**src/hdl/ipv6nd_pkg.sv**
```systemverilog
// ----------------------------------------------------------------------------
// ipv6nd_pkg
// Shared types and constants of the IPv6 frame classifier and ND responder.
// ----------------------------------------------------------------------------
package ipv6nd_pkg;

    localparam int OUT_BYTES  = 8;
    localparam int HEAD_DEPTH = 78;
    localparam int HEAD_AW    = 7;
    localparam int IDX_W      = 13;
    localparam int CMDQ_DEPTH = 4;
    localparam int CMDQ_AW    = 2;

    localparam logic [IDX_W-1:0] IDX_MAX = 13'd8191;
    localparam logic [47:0] ROUTER_MAC_RST = 48'h000123456789;

    localparam logic [7:0] ETH_TYPE_HI = 8'h86;
    localparam logic [7:0] ETH_TYPE_LO = 8'hdd;
    localparam logic [7:0] NH_ICMP6    = 8'd58;
    localparam logic [7:0] HOP_ND      = 8'd255;
    localparam logic [7:0] ICMP_RS     = 8'd133;
    localparam logic [7:0] ICMP_NS     = 8'd135;
    localparam logic [7:0] ICMP_NA     = 8'd136;
    localparam logic [7:0] OPT_TLLA    = 8'd2;

    localparam logic [1:0] DEST_TUNNEL = 2'd0;
    localparam logic [1:0] DEST_REPLY  = 2'd1;
    localparam logic [1:0] DEST_RUNT   = 2'd2;

    // Commands from the classifier to the packer.
    localparam logic [2:0] OP_NONE  = 3'd0;
    localparam logic [2:0] OP_PUT   = 3'd1;
    localparam logic [2:0] OP_FLUSH = 3'd2;
    localparam logic [2:0] OP_REPLY = 3'd3;
    localparam logic [2:0] OP_RUNT  = 3'd4;

    typedef struct packed {
        logic [7:0] frame_byte;
        logic       frame_end;
    } t_in_item;

    typedef struct packed {
        logic [1:0]  dest;
        logic [63:0] out_data;
        logic [3:0]  byte_count;
        logic        last;
    } t_out_item;

    typedef struct packed {
        logic [2:0]         op;
        logic [7:0]         data;
        logic [HEAD_AW-1:0] upto;
        logic               fin;
    } t_cmd;

    typedef struct packed {
        logic               we;
        logic [HEAD_AW-1:0] addr;
        logic [7:0]         data;
    } t_head_wr;

endpackage

```
**src/hdl/ipv6nd_front.sv**
```systemverilog
// ----------------------------------------------------------------------------
// ipv6nd_front
// Accepts frame bytes, tracks the frame position and class, and issues one
// packer command per byte where one is needed.
// ----------------------------------------------------------------------------
module ipv6nd_front (
    input  logic                 i_clk,
    input  logic                 i_rst_n,
    input  ipv6nd_pkg::t_in_item i_in,
    input  logic                 push,
    output logic                 full,
    input  logic                 i_q_full,
    input  logic                 i_head_done,
    output logic                 o_cmd_push,
    output ipv6nd_pkg::t_cmd     o_cmd,
    output ipv6nd_pkg::t_head_wr o_head_wr
);
    import ipv6nd_pkg::*;

    localparam logic [1:0] CL_UND  = 2'd0;
    localparam logic [1:0] CL_PEND = 2'd1;
    localparam logic [1:0] CL_TUN  = 2'd2;
    localparam logic [1:0] CL_DROP = 2'd3;

    logic [IDX_W-1:0] r_idx, n_idx;
    logic [1:0]       r_class, n_class;
    logic [7:0]       r_b12, r_b20;
    logic             r_hop, r_zero, r_lock;
    logic             acc;
    logic [7:0]       b;
    t_cmd             cmd;

    assign b    = i_in.frame_byte;
    assign full = i_q_full || r_lock;
    assign acc  = push && !full;

    always_comb begin
        n_class  = r_class;
        cmd      = '0;
        cmd.op   = OP_NONE;
        cmd.data = b;
        if (r_class == CL_TUN) begin
            cmd.op = OP_PUT;
        end else if (r_class == CL_UND) begin
            if (r_idx == 13'd13) begin
                if (r_b12 != ETH_TYPE_HI || b != ETH_TYPE_LO) begin
                    n_class = CL_DROP;
                end
            end else if (r_idx == 13'd54) begin
                if (r_hop && b == ICMP_RS) begin
                    n_class = CL_DROP;
                end else if (r_hop && b == ICMP_NS) begin
                    n_class = r_zero ? CL_DROP : CL_PEND;
                end else begin
                    n_class  = CL_TUN;
                    cmd.op   = OP_FLUSH;
                    cmd.upto = r_idx[HEAD_AW-1:0];
                end
            end
        end else if (r_class == CL_PEND && r_idx == 13'(HEAD_DEPTH - 1)) begin
            cmd.op  = OP_REPLY;
            n_class = CL_DROP;
        end
        if (i_in.frame_end) begin
            if (r_idx < 13'd13) begin
                cmd.op = OP_RUNT;
            end else if (n_class == CL_UND || n_class == CL_PEND) begin
                // Undecided or unanswered frames go to the tunnel whole.
                cmd.op   = OP_FLUSH;
                cmd.upto = r_idx[HEAD_AW-1:0];
                cmd.fin  = 1'b1;
            end else if (n_class == CL_TUN) begin
                cmd.fin = 1'b1;
            end
        end
        if (i_in.frame_end) begin
            n_idx   = '0;
            n_class = CL_UND;
        end else if (r_idx < IDX_MAX) begin
            n_idx = r_idx + 13'd1;
        end else begin
            n_idx = r_idx;
        end
    end

    assign o_cmd      = cmd;
    assign o_cmd_push = acc && cmd.op != OP_NONE;

    assign o_head_wr.we   = acc && r_idx < 13'(HEAD_DEPTH);
    assign o_head_wr.addr = r_idx[HEAD_AW-1:0];
    assign o_head_wr.data = b;

    always_ff @(posedge i_clk) begin
        if (!i_rst_n) begin
            r_idx   <= '0;
            r_class <= CL_UND;
            r_lock  <= 1'b0;
        end else begin
            if (acc) begin
                r_idx   <= n_idx;
                r_class <= n_class;
            end
            // The packer reads the head store for flushes and replies.
            if (o_cmd_push && (cmd.op == OP_FLUSH || cmd.op == OP_REPLY)) begin
                r_lock <= 1'b1;
            end else if (i_head_done) begin
                r_lock <= 1'b0;
            end
        end
    end

    always_ff @(posedge i_clk) begin
        if (acc) begin
            if (r_idx == 13'd12) r_b12 <= b;
            if (r_idx == 13'd20) r_b20 <= b;
            if (r_idx == 13'd21) r_hop <= (r_b20 == NH_ICMP6) && (b == HOP_ND);
            if (r_idx == 13'd22) r_zero <= (b == 8'd0);
            else if (r_idx > 13'd22 && r_idx < 13'd38) r_zero <= r_zero && (b == 8'd0);
        end
    end

endmodule

```
**src/hdl/ipv6nd_cmdq.sv**
```systemverilog
// ----------------------------------------------------------------------------
// ipv6nd_cmdq
// Short command queue between the classifier and the packer.
// ----------------------------------------------------------------------------
module ipv6nd_cmdq (
    input  logic             i_clk,
    input  logic             i_rst_n,
    input  logic             i_push,
    input  ipv6nd_pkg::t_cmd i_cmd,
    output logic             o_full,
    input  logic             i_pop,
    output logic             o_empty,
    output ipv6nd_pkg::t_cmd o_cmd
);
    import ipv6nd_pkg::*;

    t_cmd               r_mem [CMDQ_DEPTH];
    logic [CMDQ_AW-1:0] r_wp, r_rp;
    logic [CMDQ_AW:0]   r_cnt;
    logic               wr, rd;

    assign o_full  = r_cnt == (CMDQ_AW+1)'(CMDQ_DEPTH);
    assign o_empty = r_cnt == '0;
    assign wr      = i_push && !o_full;
    assign rd      = i_pop && !o_empty;
    assign o_cmd   = r_mem[r_rp];

    always_ff @(posedge i_clk) begin
        if (!i_rst_n) begin
            r_wp  <= '0;
            r_rp  <= '0;
            r_cnt <= '0;
        end else begin
            if (wr) r_wp <= r_wp + 1'b1;
            if (rd) r_rp <= r_rp + 1'b1;
            if (wr && !rd) r_cnt <= r_cnt + 1'b1;
            else if (rd && !wr) r_cnt <= r_cnt - 1'b1;
        end
    end

    always_ff @(posedge i_clk) begin
        if (wr) r_mem[r_wp] <= i_cmd;
    end

endmodule

```
**src/hdl/ipv6nd_back.sv**
```systemverilog
// ----------------------------------------------------------------------------
// ipv6nd_back
// Carries out packer commands: packs bytes into result words, flushes the
// stored header, and builds the neighbor advertisement with its checksum.
// ----------------------------------------------------------------------------
module ipv6nd_back (
    input  logic                  i_clk,
    input  logic                  i_rst_n,
    input  logic                  i_cfg_valid,
    input  logic [47:0]           i_cfg_data,
    input  ipv6nd_pkg::t_head_wr  i_head_wr,
    input  logic                  i_q_empty,
    input  ipv6nd_pkg::t_cmd      i_cmd,
    output logic                  o_q_pop,
    output logic                  o_head_done,
    output logic                  empty,
    input  logic                  pop,
    output ipv6nd_pkg::t_out_item o_out
);
    import ipv6nd_pkg::*;

    localparam logic [3:0] S_IDLE   = 4'd0;
    localparam logic [3:0] S_PUT    = 4'd1;
    localparam logic [3:0] S_FL_RD  = 4'd2;
    localparam logic [3:0] S_FL_WR  = 4'd3;
    localparam logic [3:0] S_FIN    = 4'd4;
    localparam logic [3:0] S_RUNT   = 4'd5;
    localparam logic [3:0] S_SUM_RD = 4'd6;
    localparam logic [3:0] S_SUM_AC = 4'd7;
    localparam logic [3:0] S_RP_RD  = 4'd8;
    localparam logic [3:0] S_RP_WR  = 4'd9;

    typedef struct packed {
        logic               is_mem;
        logic               is_csum;
        logic [HEAD_AW-1:0] addr;
        logic [7:0]         cval;
    } t_rsrc;

    function automatic logic [7:0] mac_byte(input logic [47:0] mac, input logic [2:0] j);
        logic [7:0] v;
        case (j)
            3'd0:    v = mac[47:40];
            3'd1:    v = mac[39:32];
            3'd2:    v = mac[31:24];
            3'd3:    v = mac[23:16];
            3'd4:    v = mac[15:8];
            default: v = mac[7:0];
        endcase
        return v;
    endfunction

    // Where byte k of the advertisement comes from.
    function automatic t_rsrc reply_src(input logic [6:0] k, input logic [47:0] mac);
        t_rsrc s;
        s = '0;
        if (k < 7'd6) begin
            s.is_mem = 1'b1; s.addr = 7'(k + 7'd6);
        end else if (k < 7'd12) begin
            s.cval = mac_byte(mac, 3'(k - 7'd6));
        end else if (k < 7'd18) begin
            s.is_mem = 1'b1; s.addr = k;
        end else if (k == 7'd18) begin
            s.cval = 8'd0;
        end else if (k == 7'd19) begin
            s.cval = 8'd32;
        end else if (k < 7'd22) begin
            s.is_mem = 1'b1; s.addr = k;
        end else if (k < 7'd38) begin
            s.is_mem = 1'b1; s.addr = 7'(k + 7'd40);
        end else if (k < 7'd54) begin
            s.is_mem = 1'b1; s.addr = 7'(k - 7'd16);
        end else if (k == 7'd54) begin
            s.cval = ICMP_NA;
        end else if (k == 7'd55) begin
            s.cval = 8'd0;
        end else if (k < 7'd58) begin
            s.is_csum = 1'b1;
        end else if (k < 7'd78) begin
            s.is_mem = 1'b1; s.addr = k;
        end else if (k == 7'd78) begin
            s.cval = OPT_TLLA;
        end else if (k == 7'd79) begin
            s.cval = 8'd1;
        end else begin
            s.cval = mac_byte(mac, 3'(k - 7'd80));
        end
        return s;
    endfunction

    logic [7:0]         r_mem [HEAD_DEPTH];
    logic [7:0]         r_rdata;
    logic [47:0]        r_mac;
    logic [3:0]         r_st, n_st;
    t_cmd               r_cmd;
    logic [1:0]         r_dest;
    logic [HEAD_AW-1:0] r_i;
    logic [6:0]         r_k;
    logic [23:0]        r_acc;
    logic [63:0]        r_word;
    logic [3:0]         r_cnt;
    logic               r_out_valid;
    t_out_item          r_out;

    t_rsrc              src;
    logic [HEAD_AW-1:0] rd_addr;
    logic [23:0]        f1, f2;
    logic [15:0]        csum;
    logic [7:0]         rbyte;
    logic               can_emit, put_ok, do_put, do_fin, do_runt;
    logic [7:0]         put_b;

    assign src      = reply_src(r_k, r_mac);
    assign rd_addr  = (r_st == S_FL_RD || r_st == S_FL_WR) ? r_i : src.addr;
    assign f1       = {8'd0, r_acc[15:0]} + {16'd0, r_acc[23:16]};
    assign f2       = {8'd0, f1[15:0]} + {16'd0, f1[23:16]};
    assign csum     = ~f2[15:0];
    assign can_emit = !r_out_valid || pop;
    assign put_ok   = (r_cnt != 4'(OUT_BYTES)) || can_emit;
    assign empty    = !r_out_valid;
    assign o_out    = r_out;

    always_comb begin
        if (src.is_mem)       rbyte = r_rdata;
        else if (src.is_csum) rbyte = (r_k[0] == 1'b0) ? csum[15:8] : csum[7:0];
        else                  rbyte = src.cval;
    end

    always_comb begin
        n_st        = r_st;
        o_q_pop     = 1'b0;
        o_head_done = 1'b0;
        do_put      = 1'b0;
        do_fin      = 1'b0;
        do_runt     = 1'b0;
        put_b       = r_cmd.data;
        unique case (r_st)
            S_IDLE: begin
                if (!i_q_empty) begin
                    o_q_pop = 1'b1;
                    case (i_cmd.op)
                        OP_PUT:   n_st = S_PUT;
                        OP_FLUSH: n_st = (i_cmd.upto < 7'd14) ? S_FIN : S_FL_RD;
                        OP_REPLY: n_st = S_SUM_RD;
                        OP_RUNT:  n_st = S_RUNT;
                        default:  n_st = S_IDLE;
                    endcase
                end
            end
            S_PUT: begin
                if (put_ok) begin
                    do_put = 1'b1;
                    n_st   = r_cmd.fin ? S_FIN : S_IDLE;
                end
            end
            S_FL_RD: n_st = S_FL_WR;
            S_FL_WR: begin
                put_b = r_rdata;
                if (put_ok) begin
                    do_put = 1'b1;
                    if (r_i == r_cmd.upto) begin
                        if (r_cmd.fin) begin
                            n_st = S_FIN;
                        end else begin
                            n_st        = S_IDLE;
                            o_head_done = 1'b1;
                        end
                    end else begin
                        n_st = S_FL_RD;
                    end
                end
            end
            S_FIN: begin
                if (can_emit) begin
                    do_fin      = 1'b1;
                    n_st        = S_IDLE;
                    o_head_done = (r_cmd.op == OP_FLUSH) || (r_cmd.op == OP_REPLY);
                end
            end
            S_RUNT: begin
                if (can_emit) begin
                    do_runt = 1'b1;
                    n_st    = S_IDLE;
                end
            end
            S_SUM_RD: n_st = S_SUM_AC;
            S_SUM_AC: n_st = (r_k == 7'd85) ? S_RP_RD : S_SUM_RD;
            S_RP_RD:  n_st = S_RP_WR;
            S_RP_WR: begin
                put_b = rbyte;
                if (put_ok) begin
                    do_put = 1'b1;
                    n_st   = (r_k == 7'd85) ? S_FIN : S_RP_RD;
                end
            end
            default: n_st = S_IDLE;
        endcase
    end

    always_ff @(posedge i_clk) begin
        if (!i_rst_n) begin
            r_st        <= S_IDLE;
            r_mac       <= ROUTER_MAC_RST;
            r_word      <= '0;
            r_cnt       <= '0;
            r_out_valid <= 1'b0;
        end else begin
            r_st <= n_st;
            if (i_cfg_valid) r_mac <= i_cfg_data;

            if (do_fin || do_runt || (do_put && r_cnt == 4'(OUT_BYTES))) begin
                r_out_valid <= 1'b1;
            end else if (pop) begin
                r_out_valid <= 1'b0;
            end

            if (do_put) begin
                if (r_cnt == 4'(OUT_BYTES)) begin
                    r_word <= {56'd0, put_b};
                    r_cnt  <= 4'd1;
                end else begin
                    r_word <= r_word | ({56'd0, put_b} << {r_cnt, 3'b000});
                    r_cnt  <= r_cnt + 4'd1;
                end
            end else if (do_fin) begin
                r_word <= '0;
                r_cnt  <= '0;
            end
        end
    end

    always_ff @(posedge i_clk) begin
        if (i_head_wr.we) r_mem[i_head_wr.addr] <= i_head_wr.data;
        r_rdata <= r_mem[rd_addr];

        if (do_runt) begin
            r_out.dest       <= DEST_RUNT;
            r_out.out_data   <= '0;
            r_out.byte_count <= '0;
            r_out.last       <= 1'b1;
        end else if (do_fin || (do_put && r_cnt == 4'(OUT_BYTES))) begin
            r_out.dest       <= r_dest;
            r_out.out_data   <= r_word;
            r_out.byte_count <= r_cnt;
            r_out.last       <= do_fin;
        end

        if (r_st == S_IDLE && o_q_pop) begin
            r_cmd  <= i_cmd;
            r_dest <= (i_cmd.op == OP_REPLY) ? DEST_REPLY : DEST_TUNNEL;
            r_i    <= 7'd14;
            r_k    <= 7'd20;
            r_acc  <= 24'd32;
        end
        if (r_st == S_FL_WR && do_put) r_i <= r_i + 7'd1;
        if (r_st == S_SUM_AC) begin
            // Pseudo-header adds only byte 20; byte 21 is skipped.
            if (r_k == 7'd20)           r_acc <= r_acc + {16'd0, rbyte};
            else if (r_k == 7'd21)      r_acc <= r_acc;
            else if (src.is_csum)       r_acc <= r_acc;
            else if (r_k[0] == 1'b0)    r_acc <= r_acc + {8'd0, rbyte, 8'd0};
            else                        r_acc <= r_acc + {16'd0, rbyte};
            r_k <= (r_k == 7'd85) ? 7'd0 : r_k + 7'd1;
        end
        if (r_st == S_RP_WR && do_put) r_k <= r_k + 7'd1;
    end

endmodule

```
**src/hdl/ipv6_frame_classify_nd_responder_top.sv**
```systemverilog
// ----------------------------------------------------------------------------
// ipv6_frame_classify_nd_responder_top
// Classifies Ethernet frame bytes, forwards IPv6 payloads to the tunnel and
// answers neighbor solicitations with a neighbor advertisement.
// ----------------------------------------------------------------------------
// Channel   Direction  Handshake          Payload
// input     in         push / full        i_in  (frame_byte, frame_end)
// result    out        empty / pop        o_out (dest, out_data, byte_count, last)
// config    in         i_cfg_valid/ready  i_cfg_data (router_mac)
//
// Frame bytes are taken one per cycle until the four-entry command queue
// fills or a flush or reply locks the head store; the packer takes each
// tunnel byte through its idle and put states, so a long tunnel frame
// settles at the packer's pace. Flushing the stored header reads and then
// writes out each byte, and a reply makes a checksum pass and an output
// pass over the head store, during which full stays high.
// Reset is synchronous and needs no clearing pass. Either side may stall.
// ----------------------------------------------------------------------------
module ipv6_frame_classify_nd_responder_top (
    input  logic                  i_clk,
    input  logic                  i_rst_n,
    input  ipv6nd_pkg::t_in_item  i_in,
    input  logic                  push,
    output logic                  full,
    output ipv6nd_pkg::t_out_item o_out,
    output logic                  empty,
    input  logic                  pop,
    input  logic                  i_cfg_valid,
    output logic                  o_cfg_ready,
    input  logic [47:0]           i_cfg_data
);
    import ipv6nd_pkg::*;

    t_cmd     cmd_in, cmd_out;
    t_head_wr head_wr;
    logic     cmd_push, q_full, q_empty, q_pop, head_done;

    assign o_cfg_ready = 1'b1;

    ipv6nd_front u_front (
        .i_clk       (i_clk),
        .i_rst_n     (i_rst_n),
        .i_in        (i_in),
        .push        (push),
        .full        (full),
        .i_q_full    (q_full),
        .i_head_done (head_done),
        .o_cmd_push  (cmd_push),
        .o_cmd       (cmd_in),
        .o_head_wr   (head_wr)
    );

    ipv6nd_cmdq u_cmdq (
        .i_clk   (i_clk),
        .i_rst_n (i_rst_n),
        .i_push  (cmd_push),
        .i_cmd   (cmd_in),
        .o_full  (q_full),
        .i_pop   (q_pop),
        .o_empty (q_empty),
        .o_cmd   (cmd_out)
    );

    ipv6nd_back u_back (
        .i_clk       (i_clk),
        .i_rst_n     (i_rst_n),
        .i_cfg_valid (i_cfg_valid),
        .i_cfg_data  (i_cfg_data),
        .i_head_wr   (head_wr),
        .i_q_empty   (q_empty),
        .i_cmd       (cmd_out),
        .o_q_pop     (q_pop),
        .o_head_done (head_done),
        .empty       (empty),
        .pop         (pop),
        .o_out       (o_out)
    );

endmodule

```
**config.mk**
```make
export PLATFORM = sky130hd
export DESIGN_NAME = ipv6_frame_classify_nd_responder_top
export DESIGN_NICKNAME = d
export VERILOG_FILES = /design/src/hdl/ipv6nd_pkg.sv /design/src/hdl/ipv6nd_front.sv /design/src/hdl/ipv6nd_cmdq.sv /design/src/hdl/ipv6nd_back.sv /design/src/hdl/ipv6_frame_classify_nd_responder_top.sv
export SDC_FILE = /design/constraint.sdc
export NUM_CORES = 2
export LEC_CHECK = 0
export ABC_AREA = 1
export BUFFER_PORTS_ARGS = -buffer_cell sky130_fd_sc_hd__buf_4
export CAP_MARGIN = 20
export CORE_MARGIN = 2
export CORE_UTILIZATION = 62
export CTS_CLUSTER_DIAMETER = 80
export CTS_CLUSTER_SIZE = 40
export DETAILED_ROUTE_END_ITERATION = 16
export MAX_ROUTING_LAYER = met4
export PLACE_DENSITY = 0.76
export SYNTH_ARGS = -nofsm -noshare
export SYNTH_HDL_FRONTEND = slang
export SYNTH_SLANG_ARGS = --single-unit
```
**constraint.sdc**
```tcl
create_clock -name i_clk -period 6 [get_ports i_clk]
set_input_delay 0.3 -clock i_clk [delete_from_list [all_inputs] [get_ports i_clk]]
set_output_delay 0.3 -clock i_clk [all_outputs]
set_load 0.05 [all_outputs]
```
# Word-level counts from Yosys, hierarchy flattened
# Memories as Yosys holds them, arrays and structs flattened. A register that Yosys moved wholly into a read port is not among the register bits.
# Index checks and enable logic that the tools add are counted.
op_classes:
  n_addsub: 17
  n_lt_le_gt_ge: 14
  n_eq_ne: 62
  shift: 1
  mux: 145
  bitwise: 2
  n_reduce_logical: 61
ops:
  columns: ["operator", "n"]
  rows:
  - ["$mux 64", 3]
  - ["$mux 15", 11]
  - ["$mux 24", 6]
  - ["$mux 8", 18]
  - ["$mux 7", 20]
  - ["$pmux 8 s5", 2]
  - ["$or 64x64->64", 1]
  - ["$shl 8x7->64", 1]
  - ["$mux 9", 5]
  - ["$mux 4", 11]
  - ["$eq 13x5->1 const B", 3]
  - ["$mux 1", 37]
  - ["$mux 3", 12]
  - ["$pmux 4 s9", 1]
  - ["$eq 3x2->1 const B", 10]
  - ["$eq 7x5->1 const B", 4]
  - ["$mux 2", 14]
  - ["$eq 13x4->1 const B", 2]
  - ["$mux 13", 2]
  - ["$add 24x16->24", 1]
  - ["$add 24x8->24", 1]
  - ["$eq 8x8->1 const B", 3]
  - ["$eq 7x7->1 const B", 3]
  - ["$lt 7x6->1 const B", 3]
  - ["other kinds (57)", 128]
totals:
  reg_bits: 292
  ram_bits: 700
  in_bits: 62
  out_inout_bits: 74
  wordCells: 331
  memories: 2
memory_table:
  columns: ["name", "depth", "word_bits", "read_ports", "rd_clocked_by_memory_dff", "write_ports", "line", "source"]
  rows:
  - ["u_back.r_mem", 78, 8, 1, 1, 1, "ipv6nd_back.sv:91", "logic [7:0] r_mem [HEAD_DEPTH];"]
  - ["u_cmdq.r_mem", 4, 19, 1, 1, 1, "ipv6nd_cmdq.sv:17", "t_cmd r_mem [CMDQ_DEPTH];"]

# Depth between registers and ports, before layout
depth:
  depth_word: 35
  mapped_depth: 39
  depth_no_buf: 39

# Hierarchy
# A second synthesis with hierarchy kept.
hier_totals:
  hier_cells: 4545
  hier_area_um2: 44737.9
modules_own_cells:
  columns: ["mod", "n_inst", "cells_per_inst", "area_per_inst_um2", "seq_area_each_um2"]
  rows:
  - ["ipv6nd_back", 1, 3994, 39170.1, 24453.5]
  - ["ipv6nd_cmdq", 1, 254, 3354.5, 2462.4]
  - ["ipv6nd_front", 1, 295, 2202.1, 860.8]
  - ["ipv6_frame_classify_nd_responder_top", 1, 2, 11.3, 0.0]

# Least setup slack after synthesis
# Ideal clock, no wire load.
synth_timing:
  path_type: "register to register"
  start: "reg u_back.r_acc[16]"
  end: "reg u_back.r_acc[20] (data pin)"
  setup_ns: 0.259
  arrival_time_ns: 4.808
  t_required_ns: 5.741
  setup_slack_ns: 0.933
  stages_incl_launch_ff: 36
  path_buffers: 0
  synth_period_minus_slack_ns: 5.067
  path_cell_list: "edfxtp_1 ha_1 fa_1 nand2_1 nand2_1 nand3_1 nand2_1 nand2_1 nor4_1 ha_1 ha_1 and2_1 nand3_1 nor2_1 nand2_1 nand2_1 nand3_1 nand3_1 nand2_1 o21a_1 ha_1 inv_1 fa_1 o31ai_1 nand3_1 nand2_1 a21o_1 nand2_1 nand2_1 nand2_1 nor2_1 nand4_1 nor2_1 xor2_1 o21ai_0 a21oi_1"
synth_via:
  elab_chain_cells: 12
  elab_cells_between_ends: 13
  cone_classes: "4 x add/sub; 8 x mux; 1 x bitwise"
synth_lines:
  columns: ["item", "line", "source"]
  rows:
  - ["start: declaration", "ipv6nd_back.sv:99", "logic [23:0] r_acc;"]
  - ["start signal: assignment", "ipv6nd_back.sv:258", "if (r_k == 7'd20) r_acc <= r_acc + {16'd0, rbyte};"]
  - ["start signal: assignment", "ipv6nd_back.sv:259", "else if (r_k == 7'd21) r_acc <= r_acc;"]
  - ["start signal: assignment", "ipv6nd_back.sv:260", "else if (src.is_csum) r_acc <= r_acc;"]
  - ["$add 16x8->17", "ipv6nd_back.sv:115", "assign f1 = {8'd0, r_acc[15:0]} + {16'd0, r_acc[23:16]};"]
  - ["$add 16x8->16", "ipv6nd_back.sv:116", "assign f2 = {8'd0, f1[15:0]} + {16'd0, f1[23:16]};"]
  - ["$not 16->16", "ipv6nd_back.sv:117", "assign csum = ~f2[15:0];"]
  - ["$mux 8 (2 in a row)", "ipv6nd_back.sv:125", "else if (src.is_csum) rbyte = (r_k[0] == 1'b0) ? csum[15:8] : csum[7:0];"]
  - ["$mux 8", "ipv6nd_back.sv:124", "if (src.is_mem) rbyte = r_rdata;"]
  - ["$add 24x16->24 or $add 24x8->24 (tied branches)", "ipv6nd_back.sv:261, ipv6nd_back.sv:258, ipv6nd_back.sv:262", null]
  - ["$mux 24", "ipv6nd_back.sv:261", "else if (r_k[0] == 1'b0) r_acc <= r_acc + {8'd0, rbyte, 8'd0};"]
  - ["$mux 24", "ipv6nd_back.sv:260", null]
  - ["$mux 24", "ipv6nd_back.sv:259", null]
  - ["$mux 24 *", "ipv6nd_back.sv:258", null]
  - ["$mux 24 *", "ipv6nd_back.sv:256", "if (r_st == S_SUM_AC) begin"]
# Mark *: on every way between the ends. The rest lies on a longest branch, timed or not. The select of a mux whose other input is x is not followed.
# A chain may end at the register's enable or synchronous reset.

# Worst setup path in the final report
layout_timing:
  start: "reg u_back.r_acc[0]"
  end: "reg u_back.r_acc[20] (data pin)"
# Same word-level chain as after synthesis.

==> results.yml <==
logic_synthesis:
  synth_top_family_by_area: "simple AND/OR/NAND/NOR gates"
  avgSynthCellArea_um2: 9.49
  yosys.area_share.simple_pct: 22.6
  seq_area_frac_synth_pct: 61.6
  synthAdderAreaFrac_pct: 1.76
  synth_cell_types: 67
  synth_compound_area_share_pct: 8.24
  syn_inst: 4754
  synth_ff_type: "edfxtp_1"
  synth_area_leader_cell: "edfxtp_1"
  ys_top_cells_by_area: "edfxtp_1 52%, nand2_1 12%, dfxtp_1 10%, nand3_1 4.8%, nor2_1 3.8%"
  synth-seq-cells: 1000
  syn_area_mm2: 0.0451
  ys_warn_count: 0
  synth_xor_area_share_pct: 0.641
  synth_nets: 4877
  synth_edf_count: 775
  synth.mux.area_fraction_pct: 0
  netlist.area_leader.share_pct: 51.6
  synthArstFlopShare_pct: 0
sta:
  worst_slack_ns: 0.393
  tightestPinTransition_ns: 1.11
  fin_tns_setup_ns: 0
  slew_headroom_pct: 25.8
  fin_skew_ns: 0.0570
  holdWs_ns: 0.0403
  hold_viol: 0
  finalMaxSlewViolations: 0
  setup_viol_count_final: 0
  final.period_utilization_pct: 93.5
  min_period_ns: 5.61
  timing.fmax_mhz: 178
worst_setup_path:
  crit_top_cell: "nand2_1"
  critPathMaxFanout: 5
  rrSetupSlack_ns: 0.39
  worstPathRequired_ns: 6.47
  startpoint_type: "register"
  critPathSlowestCell: "edfxtp_1"
  slowest_delay_ns: 0.47
  path_class: "reg -> reg"
  cp_data_arrival_time_ns: 6.08
  r2r_cells: 35
  r2r-start: "u_back.r_acc[0]"
  timing.rr.end: "u_back.r_acc[20]"
  end_kind: "register"
worst_hold_path:
  worstHoldStart: "i_in[2]"
  whs_path_depth: 1
  hold_path.class: "in -> reg"
  hold_end: "u_back.r_mem[17][1]"
place:
  dp_hpwl_mm: 79.1
  io_buffers: 134
  place.gp.congestion: 1.01
  pre_cts_ws_ns: 0.0887
  dp_cells: 5693
  placed_area_mm2: 0.0468
grt:
  antenna_found_initial: 0
  grt_overflow: 0
  grt_max_degree: 99
  grt_pass1_wl_mm: 183
  grt_use_total_pct: 32.9
  grt_pass1_vias: 31800
cells_and_area:
  layout-drive-gt1-share_pct: 7.52
  fillCellCount: 5523
  area_growth_pct: 8.46
  finalInstanceArea_mm2: 0.0489
  stdcell_count: 5818
  fin_nets: 4961
  post-route-util_pct: 68.2
  antenna_cells: 0
routing:
  drtIter0Drc: 3921
  dr_total_vias: 34300
  vias_per_cell: 5.90
  wl_per_cell_um: 20.9
  detail_route.first_pass.iterations: 6
  drc: 0
  detail-route-antenna-nets: 0
  drt-total-wl_mm: 121
clock_tree:
  clk_pin_slew_ns: 0.12
  clock_latency_ns: 0.66
  h-tree-depth: 2
  cts_tree: "built"
  clk_path_buf_depth: 3
  numCtsBuffers: 40
  cts.sink_count: 1000
  root_buffer: "clkbuf_16"
floorplan:
  placementRows: 98
  die_h_um: 274
  pin_count: 136
  die_w_um: 274
  start_util_pct: 62.9
  core_mm2: 0.0717
  die_area_mm2: 0.0749
power_and_ir_drop:
  ir_worst_vdd_v: 0.000614
  total_power_mw: 26.4
  power.leakage_nw: 19.2
  p_per_area_mw_per_mm2: 540
status:
  status: "complete, no violations"
run:
  maxCapViolCount: 0
## sequential cells by signal, summed over array words and instances, names as in the netlist, 7 cells and up, named ones only
register	count
u_front.r_b20	8
u_back.r_acc	24
u_front.r_idx	13
u_back.r_i	7
u_back.r_cmd	18
u_cmdq.r_mem	76
u_back.o_out	71
u_back.r_rdata	8
u_back.r_k	7
u_back.r_word	64
u_front.r_b12	8
u_back.r_mac	48
u_back.r_mem	624
## critical path: cells and delay by family, from the launching register on
family	cells	cell delay, ns
AOI/OAI and AO/OA	5	0.89
xor gates and xnor gates	1	0.21
adders and majority gates	6	1.56
buffers and inverters	1	0.06
DFF	1	0.47
and+or+nand+nor	22	2.23
## timing repair
action,in CTS,in global routing
gates resized for setup,1,15
pin swaps,0,3
hold buffers,46,0
endpoints found under the hold margin,86,0
buffers inserted,0,5
endpoints found under the setup margin,1,11
## layout by cell type (no fill, tap or decap), types with 33 or more instances in the layout
master	instances
nand2_1	1449
edfxtp_1	775
nor2_1	458
nand3_1	434
o21ai_0	305
inv_1	286
dfxtp_1	225
buf_4	206
a21oi_1	167
ha_1	53
dlygate4sd3_1	46
o22ai_1	44
clkbuf_16	41
nand4_1	36
o211ai_1	33
o21ai_1	33
## cells in the mapped netlist (all sizes together) (21+ instances only)
master	count
a21oi	169
buf	121
clkbuf	97
dfxtp	225
edfxtp	775
ha	57
inv	300
nand2	1456
nand3	437
nand4	38
nor2	467
nor3	31
o211ai	42
o21ai	343
o22ai	44
or2	30
xor2	21
## logic make-up (layout without fill, tap and decap cells)
family                     after synthesis  after routing
and+or+nand+nor                       2478           2478
DFF                                   1000           1000
AOI/OAI and AO/OA                      659            659
buffers and inverters                  522            636
adders and majority gates               61             61
xor gates and xnor gates                33             33
other                                    1              1
## power by group
| part | internal, mW | switching [mW] | leakage (nW) |
|---|---|---|---|
| registers | 8.16 | 0.462 | 8.88 |
| logic | 4.05 | 10.0 | 9.65 |
| clock network | 1.43 | 2.33 | 0.701 |
## how the worst max path moves through the flow
stage | startpoint | to | slack (ns) | cells past startpoint
2_1_floorplan | u_back.r_acc[16] | u_back.r_acc[20] | 0.93 | 35
3_3_place_gp | u_back.r_acc[16] | u_back.r_acc[22] | 0.15 | 34
3_5_place_dp | u_back.r_acc[16] | u_back.r_acc[22] | 0.09 | 34
4_1_cts | u_back.r_acc[16] | u_back.r_acc[20] | 0.07 | 34
5_1_grt | u_back.r_acc[0] | u_back.r_acc[20] | -0.009 | 34
6_report | u_back.r_acc[0] | u_back.r_acc[20] | 0.39 | 35
## routing by layer
metal  vias to the layer above  global-route usage, %  wire length (µm)
met3                       307                   3.89              9730
li1                      16200                      -                 -
met1                     16100                   41.6             47100
met2                      1660                   53.3             58400
met4                         0                   15.2              6100
met5                         -                      -                 0
## final cells by class
type	instances	area [µm²]	area share (%)
Timing Repair Buffer	260	2160	4.42
Multi-Input combinational cell	3232	15200	31.0
Clock buffer	47	1060	2.16
Inverter	304	1150	2.35
Tap cell	950	1190	2.43
Clock inverter	25	412	0.842
Sequential cell	1000	27800	56.8
(Power assumes the default switching activity.)
